===== src/rtl/hcl_min2.sv =====
module hcl_min2 #(
   parameter int IDX_W = 7,
   parameter int WGT_W = 30
) (
   input  logic             clock,
   input  logic             reset,
   input  logic             clear,
   input  logic             en,
   input  logic [IDX_W-1:0] idx,
   input  logic [WGT_W-1:0] weight,
   output logic [IDX_W-1:0] first_idx,
   output logic [IDX_W-1:0] second_idx,
   output logic [WGT_W-1:0] first_wgt,
   output logic [WGT_W-1:0] second_wgt,
   output logic             both_found
);

   logic             f1_ff, f1_in, f2_ff, f2_in;
   logic [IDX_W-1:0] a1_ff, a1_in, a2_ff, a2_in;
   logic [WGT_W-1:0] w1_ff, w1_in, w2_ff, w2_in;

   // Keep the two lightest entries; strict compare leaves ties to the earlier index
   always_comb begin
      f1_in = f1_ff;
      f2_in = f2_ff;
      a1_in = a1_ff;
      a2_in = a2_ff;
      w1_in = w1_ff;
      w2_in = w2_ff;
      if (clear) begin
         f1_in = 1'b0;
         f2_in = 1'b0;
      end else if (en) begin
         if (!f1_ff || weight < w1_ff) begin
            f2_in = f1_ff;
            a2_in = a1_ff;
            w2_in = w1_ff;
            f1_in = 1'b1;
            a1_in = idx;
            w1_in = weight;
         end else if (!f2_ff || weight < w2_ff) begin
            f2_in = 1'b1;
            a2_in = idx;
            w2_in = weight;
         end
      end
   end

   always_ff @(posedge clock) begin
      if (reset) begin
         f1_ff <= 1'b0;
         f2_ff <= 1'b0;
      end else begin
         f1_ff <= f1_in;
         f2_ff <= f2_in;
      end
      a1_ff <= a1_in;
      a2_ff <= a2_in;
      w1_ff <= w1_in;
      w2_ff <= w2_in;
   end

   assign first_idx  = a1_ff;
   assign second_idx = a2_ff;
   assign first_wgt  = w1_ff;
   assign second_wgt = w2_ff;
   assign both_found = f1_ff & f2_ff;

endmodule


===== config.mk =====
export PLATFORM = sky130hd
export DESIGN_NAME = hcl_min2
export DESIGN_NICKNAME = d
export VERILOG_FILES = /design/src/rtl/hcl_min2.sv
export SDC_FILE = /design/constraint.sdc
export NUM_CORES = 1
export LEC_CHECK = 0
export ABC_AREA = 1
export ABC_CLOCK_PERIOD_IN_PS = 5300
export BUFFER_PORTS_ARGS = -buffer_cell sky130_fd_sc_hd__clkbuf_2
export CORE_MARGIN = 2
export CORE_UTILIZATION = 55
export CTS_BUF_LIST = sky130_fd_sc_hd__clkbuf_4 sky130_fd_sc_hd__clkbuf_8
export CTS_CLUSTER_SIZE = 30
export DETAILED_ROUTE_END_ITERATION = 7
export PLACE_DENSITY = 0.84
export REMOVE_ABC_BUFFERS = 1
export SETUP_SLACK_MARGIN = 0.02
export SYNTH_ARGS = -nofsm -noshare
export SYNTH_HDL_FRONTEND = slang
export SYNTH_SLANG_ARGS = --single-unit

===== constraint.sdc =====
create_clock -name clock -period 5.3 [get_ports clock]
set_input_delay 1.06 -clock clock [delete_from_list [all_inputs] [get_ports clock]]
set_output_delay 1.06 -clock clock [all_outputs]
set_load 0.03 [all_outputs]

# Word-level counts from Yosys, hierarchy flattened
# Cells that the tools add are included.
[totals] regBits=76 input_bits=41 out_inout_bits=75 elab_cells=26
[classes] order_cmp=2 muxes=6 bitwise_logic=2 n_reduce_logical=10
[op_table] op="$lt A30 B30 Y1" count=2
[op_table] op="$mux W30" count=2
[op_table] op="$mux W7" count=2
[op_table] op="$reduce_and A3 Y1" count=2
[op_table] op="$reduce_and A2 Y1" count=2
[op_table] op="$logic_not A1 Y1" count=2
[op_table] op="$logic_or A1 B1 Y1" count=2
[op_table] op="$mux W1" count=2
[op_table] op="$reduce_bool A2 Y1" count=1
[op_table] op="$reduce_or A2 Y1" count=1
[op_table] op="$and A1 B1 Y1" count=1
[op_table] op="$not A1 Y1" count=1

# Logic depth before layout (Yosys ltp)
# Gate-level depths: netlist of run 1.
[logic_depth] word_depth=4 ltp_mapped=15 ltp_nobuf=14

# Worst setup path before layout of run 1
# Ideal clock, no wire load.
[synth_timing] path_kind="in2reg" from="in weight[29]" to="reg a1_ff[0], in the netlist first_idx[0], enable pin" setup_ns=0.432 t_arrival_ns=3.708 required_ns=4.868 path_slack_ns=1.160 stages=13 path_buffers=1 cell_sequence="ha_1 -> nand2_1 -> nor2_1 -> nand2_1 -> nor2_1 -> nand2_1 -> nand2_1 -> nor2_1 -> nand2_2 -> nand2_2 -> buf_6 -> nand2_1 -> nor2_1"
[synth_via] elab_chain_cells=3
[synth_rtl] element="from (decl)" line="10" text="input logic [WGT_W-1:0] weight,"
[synth_rtl] element="$lt A30 B30 Y1" line="34" text="if (!f1_ff || weight < w1_ff) begin"
[synth_rtl] element="$logic_or A1 B1 Y1" line="34"
[synth_rtl] element="$reduce_and A3 Y1 (no source line)"
[synth_rtl] element="to (signal assigned)" line="57" text="a1_ff <= a1_in;"
[synth_rtl] element="to (decl)" line="19" text="logic [IDX_W-1:0] a1_ff, a1_in, a2_ff, a2_in;"
# Every way passes these cells.
# A chain may end at the register's enable or synchronous reset.

# Final worst setup path of run 1
[layout_timing] from="in weight[19]" to="reg w2_ff[5], in the netlist second_wgt[5] (data pin)"
[layout_via] elab_chain_cells=3
[layout_rtl] element="$lt A30 B30 Y1" line="34"
[layout_rtl] element="$logic_or A1 B1 Y1" line="34"
[layout_rtl] element="$mux W30" line="34"
[layout_rtl] element="to (signal assigned)" line="60" text="w2_ff <= w2_in;"
[layout_rtl] element="to (decl)" line="20" text="logic [WGT_W-1:0] w1_ff, w1_in, w2_ff, w2_in;"
# Every way passes these cells.

==> results of run 1 <==
-- placed cells by master (no fill, tap or decap), types with 4 or more instances in the layout --
cell      instances
edfxtp_1         74
inv_1            86
nand3_1           4
nand2_2          12
a21oi_1          19
ha_1             58
clkbuf_2        115
clkbuf_8          9
nand2_1         189
nor2_1           19
-- critical path: cells and delay by family --
kind | cells | cell delay (ps)
and+or+nand+nor | 9 | 750
adders and majority gates | 1 | 330
buffers and inverters | 4 | 1200
AOI/OAI and AO/OA | 1 | 140
-- metal layers --
| layer | up-vias | GRT usage, % |
|---|---|---|
| li1 | 1792 | - |
| met1 | 1670 | 30.5 |
| met2 | 144 | 38.0 |
| met3 | 18 | 4.17 |
| met4 | 0 | 9.54 |
| met5 | - | 0 |
-- Yosys cell counts --
master and instances:
a21oi_1 19, edfxtp_1 74, o21ai_0 3, clkbuf_1 2, o21ai_1 1, buf_4 3
ha_1 58, nand2_2 12, clkinv_2 1, nor2_1 21, buf_6 2, nand4_1 2
a21o_1 2, nand3_1 4, dfxtp_1 2, inv_1 86, nand2_1 189, nor3_1 3
o21a_1 1, mux2i_1 1
-- cell families after synthesis --
group	after synthesis	share of synthesized area, %
buffers and inverters	94	8.59
multiplexers	1	0.226
AND/OR/NAND/NOR	231	20.6
AO/OA/AOI/OAI	26	3.11
adder cells (fa/ha/maj)	58	16.4
flip-flops	76	51.1
-- layout make-up --
type | instances | area, um2
fillers | 596 | 2410
flip-flops and latches | 76 | 2260
repair buffers | 118 | 598
multi-input cells | 316 | 1800
well taps | 102 | 128
clock inverters | 7 | 115
inverters | 87 | 328
clock buffers | 9 | 124
-- stage by stage --
stage | util, % | setup slack (ps)
2_1_floorplan | - | 867
3_3_place_gp | 65.9 | 1610
3_5_place_dp | 65.9 | 1550
4_1_cts | 68.9 | 1910
5_1_grt | 68.9 | 1630
6_report | 68.9 | 1910
-- registers in the layout (all words and copies together) (netlist names) --
signal	flops
first_wgt	30
f2_ff	1
first_idx	7
second_idx	7
f1_ff	1
second_wgt	30
-- path summary, 6_finish.rpt --
kind                 startpoint       endpoint  slack, ps
hold / removal            f1_ff          f1_ff        560
setup reg to reg  first_wgt[19]  second_wgt[5]       2300
setup / recovery     weight[19]  second_wgt[5]       1910
hold reg to reg           f1_ff          f1_ff        560
-- where the power goes --
| group | leakage, uW | switching [uW] | internal (uW) | total (uW) |
|---|---|---|---|---|
| clock network | 0.000117 | 225 | 311 | 536 |
| registers | 0.000711 | 17.4 | 693 | 710 |
| logic | 0.00205 | 161 | 78.4 | 239 |
| total | 0.00288 | 403 | 1080 | 1490 |
==> results.yml, run 1 <==
detailed_routing:
  wl_met1_um: 4340
  drtIter0Drc: 179
  ant_nets: 0
  firstDrtPassIters: 5
  drc: 0
  via_per_inst: 5.07
  wl_per_cell_um: 13.8
  route.met2.wl_um: 4670
  drt-total-wl_um: 9850
  top_layer: "met4"
  met3_length_um: 656
  num_vias: 3624
worst_setup_path:
  crit_fanout: 39
  critPathCaptureType: "flop"
  worstPathCellList: "clkbuf_2 > ha_1 > nand2_1 > inv_1 > o21ai_1 > nand2_1 > nand2_1 > nand2_1 > nor2_1 > nand2_2 > nand2_2 > buf_4 > clkinv_2 > nand2_1 > nand2_1"
  crit_path_max_incr_delay_ps: 590
  crit_arrival_ps: 3500
  worstRegToRegCells: 15
  cpMaxStageDelayCell: "clkinv_2"
  critPathKind: "in2reg"
  cp_data_required_time_ps: 5410
  startpoint_type: "input port"
  cp_common_cell: "nand2_1"
cts:
  clkSlewWorstSetupHoldPaths_ps: 80
  h-tree-depth: 3
  cts_resized: 0
  clock_path_buffers: 2
  cts_tree: "built"
  ctsHoldBuffers: 0
  insertion_delay_ps: 360
  clk_root_buffer_cell: "clkbuf_8"
  numCtsBuffers: 9
  cts_setup_buffers: 0
  numClockSinks: 76
floorplan:
  die_w_um: 93.7
  io_pins: 116
  start_util_pct: 57.0
  die-area_um2: 8780
  die_y_um: 93.7
  core_um2: 7770
  rows: 32
synthesis:
  syn_inst: 486
  ys_seq_area_share_pct: 51.1
  ys_types: 20
  ys_top_cells_by_area: "edfxtp_1 50%, ha_1 16%, nand2_1 16%"
  ys_seq_elements: 76
  synth_top_area_cell: "edfxtp_1"
  synth_warnings: 0
  syn_area_um2: 4430
  avgSynthCellArea_um2: 9.11
  synth_top_area_share_pct: 50.2
status:
  status: "completed"
global_route:
  grt_pass1_wl_um: 16000
  grt_pass1_vias: 3610
  grt_usage_pct: 23.2
  antenna_found_initial: 0
  grt-ovfl-total: 0
  grt_max_degree: 40
final_layout:
  fin_cells: 715
  nets: 707
  antennaDiodeCount: 0
  drive_gt1_share_pct: 24.1
  final_cell_area_um2: 5350
  area_growth_pct: 20.9
sta:
  period_share_pct: 63.9
  tightest_slew_ps: 1150
  fin_tns_setup_ps: 0
  fin_crit_ps: 3390
  setup_violations: 0
  finalHoldViolCount: 0
  fmax_mhz: 295
  slew_viol_final: 0
  fin_skew_ps: 12.5
  slew_headroom_pct: 23.1
  rsz0062_at_grt: "false"
  holdWs_ps: 560
place:
  numPortBuffers: 115
  placed_cell_area_um2: 5110
  hpwl_um: 7160
  place_inst: 699
  globalplace.congestion: 0.807
min_path:
  hold_path_class: "reg2reg"
  hold_depth: 2
power_and_ir_drop:
  powerDensity_nw_per_um2: 277
  p_total_uw: 1490
  peakVddDrop_mv: 0.159
  leakage_uw: 0.00288
job:
  drv_cap: 0
Power figures use the tool's default switching activity.
==> run 2, diff against run 1 <==
--- a/config.mk
+++ b/config.mk
@@ -5,8 +5,8 @@
 export SDC_FILE = /design/constraint.sdc
 export NUM_CORES = 1
 export LEC_CHECK = 0
-export ABC_AREA = 1
-export ABC_CLOCK_PERIOD_IN_PS = 5300
+export ABC_AREA = 0
+export ABC_CLOCK_PERIOD_IN_PS = 3550
 export BUFFER_PORTS_ARGS = -buffer_cell sky130_fd_sc_hd__clkbuf_2
 export CORE_MARGIN = 2
 export CORE_UTILIZATION = 55
==> constraint.sdc (replaced) <==
create_clock -name clock -period 3.55 [get_ports clock]
set_input_delay 0.71 -clock clock [delete_from_list [all_inputs] [get_ports clock]]
set_output_delay 0.71 -clock clock [all_outputs]
set_load 0.03 [all_outputs]
==> run 2 against run 1 <==
  * Sequential cell count unchanged
  * Via count down 14%
  * Critical path depth fell by 6
  * Clock skew about the same
  * Critical path type unchanged
  * Critical endpoint is now second_wgt[13]
  * Largest power group unchanged
==> results.yml, run 2 <==
place:
  placed_cell_area_um2: 5060
  place_inst: 557
  hpwl_um: 7140
  globalplace.congestion: 0.835
  numPortBuffers: 115
worst_setup_path:
  cp_data_required_time_ps: 3650
  critPathCaptureType: "flop"
  worstPathCellList: "clkbuf_2 > ha_1 > nand4_1 > nor3_1 > a211oi_1 > o21a_1 > o22ai_4 > buf_4 > mux2_2"
  critPathLaunch: "weight[21]"
  r2r_start: "first_wgt[25]"
  timing.rr.end: "second_wgt[13]"
  crit_buf_inv: 2
  crit_fanout: 15
  startpoint_type: "input port"
  crit_arrival_ps: 2930
  crit_path_max_incr_delay_ps: 360
  critPathKind: "in2reg"
  r2r_setup_slack_ps: 750
  worstRegToRegCells: 9
  cpMaxStageDelayCell: "mux2_2"
  path_delay_family: "compound AO/OA/AOI/OAI gates"
floorplan:
  core_um2: 7650
  start_util_pct: 56.3
  rows: 32
  die_w_um: 92.5
  io_pins: 116
  die_y_um: 92.5
  die-area_um2: 8550
final_layout:
  area_growth_pct: 22.7
  fin_cells: 573
  antennaDiodeCount: 0
  drive_gt1_share_pct: 37.8
  layout_commonest_cell: "clkbuf_2"
  final_cell_mix: "115 x clkbuf_2, 74 x edfxtp_1, 60 x inv_1"
  final_cell_area_um2: 5280
  nets: 565
cts:
  ctsHoldBuffers: 0
  cts_tree: "built"
  cts_resized: 0
  clkSlewWorstSetupHoldPaths_ps: 80
  h-tree-depth: 3
  clock_path_buffers: 2
  numClockSinks: 76
  clk_root_buffer_cell: "clkbuf_8"
  insertion_delay_ps: 350
  cts_setup_buffers: 0
  numCtsBuffers: 9
synthesis:
  syn_inst: 337
  syn_area_um2: 4300
  ys.flop_type: "edfxtp_1"
  synth_warnings: 0
  ys_types: 34
  synth_edf_count: 74
  ys_top_cells_by_area: "edfxtp_1 52%, ha_1 17%, mux2_4 6.6%"
  synth_top_area_share_pct: 51.6
  ys_async_sr_fraction_pct: 0
  ys_seq_elements: 76
  yosys.cell_count.top_type: "edfxtp_1"
  synth_top_area_cell: "edfxtp_1"
  avgSynthCellArea_um2: 12.8
  yosys-top-cells-count: "74 x edfxtp_1, 60 x inv_1, 58 x ha_1, 24 x a21oi_1, 19 x mux2_4"
  ys_seq_area_share_pct: 52.6
global_route:
  antenna_found_initial: 0
  grt-ovfl-total: 0
  grt_pass1_vias: 3052
  grt_max_degree: 25
  grt_pass1_wl_um: 14700
  grt_usage_pct: 22.3
power_and_ir_drop:
  p_int_uw: 1570
  comb_power_share_pct: 16.6
  p_total_uw: 2160
  peakVddDrop_mv: 0.223
  power_switching_uw: 592
  leakage_uw: 0.00249
  switching_share_pct: 27.4
  clock_power_share_pct: 34.5
  power.share.sequential_pct: 48.9
  powerDensity_nw_per_um2: 409
min_path:
  hold_path_class: "reg2reg"
  hp-start: "f2_ff"
  hold_depth: 2
  hold_end: "f2_ff"
detailed_routing:
  drc: 0
  drtIter0Drc: 119
  firstDrtPassIters: 4
  drt-total-wl_um: 9320
  num_vias: 3126
  ant_nets: 0
  via_per_inst: 5.46
  wl_per_cell_um: 16.3
sta:
  slew_headroom_pct: 69.4
  period_share_pct: 79.8
  finalHoldViolCount: 0
  fmax_mhz: 353
  fin_skew_ps: 12.4
  setup_violations: 0
  fin_crit_ps: 2830
  tightest_slew_ps: 453
  rsz0062_at_grt: "false"
  slew_viol_final: 0
job:
  drv_cap: 0
status:
  status: "completed"
==> run 2: power groups by stage <==
stage	registers, uW	clock network (uW)	logic (uW)
finish	1060	745	358
global route	1060	786	396
CTS	1060	752	360
detailed placement	1080	0	356
global placement	1070	0	341
floorplan	1150	0	157
==> run 2: worst max path at each step <==
stage	slack, ps	to	cells past startpoint
2_1_floorplan	-2610	first_idx[0]	6
3_3_place_gp	440	second_wgt[11]	9
3_5_place_dp	360	second_wgt[10]	9
4_1_cts	720	second_wgt[10]	9
5_1_grt	540	second_wgt[10]	9
6_report	720	second_wgt[13]	9
==> run 2: layout make-up <==
type / instances / area, um2
clock buffer: 9 / 124
sequential: 76 / 2260
clock inverter: 7 / 98.8
fill: 586 / 2370
multi-input combinational: 197 / 1810
tap: 102 / 128
inverter: 60 / 225
timing repair buffer: 122 / 628
==> run 2: logic make-up after synthesis <==
kind of cell	after synthesis	share of synthesized area [%]
AOI/OAI and AO/OA	50	7.01
adders and majority gates	58	16.9
buffers and inverters	64	6.13
DFF	76	52.6
muxes	38	11.6
and+or+nand+nor	51	5.87
==> run 2: per-layer routing <==
metal  vias to the layer above  part of all wire, %  global-route usage [%]
li1                       1486                    -                       -
met1                      1500                   43                    28.8
met2                       125                   48                    37.3
met3                        15                  6.9                    3.82
met4                         0                  1.8                    9.08
met5                         -                    0                       0
==> run 2: worst min-delay path, cell delays in order, from the launching register on <==
cell	delay, ps
dfxtp_1	320
mux2i_1	130
nor3_1	60
==> run 2: per-stage QoR <==
step                      setup TNS (ps)  worst slack (ps)  hold slack, ps  util, %
after floorplan                  -160990             -2610             489        -
after global placement                 0               444             505     66.1
after detailed placement               0               365             518     66.1
after CTS                              0               716             530     69.0
after global routing                   0               542             543     69.0
final                                  0               718             548     69.0
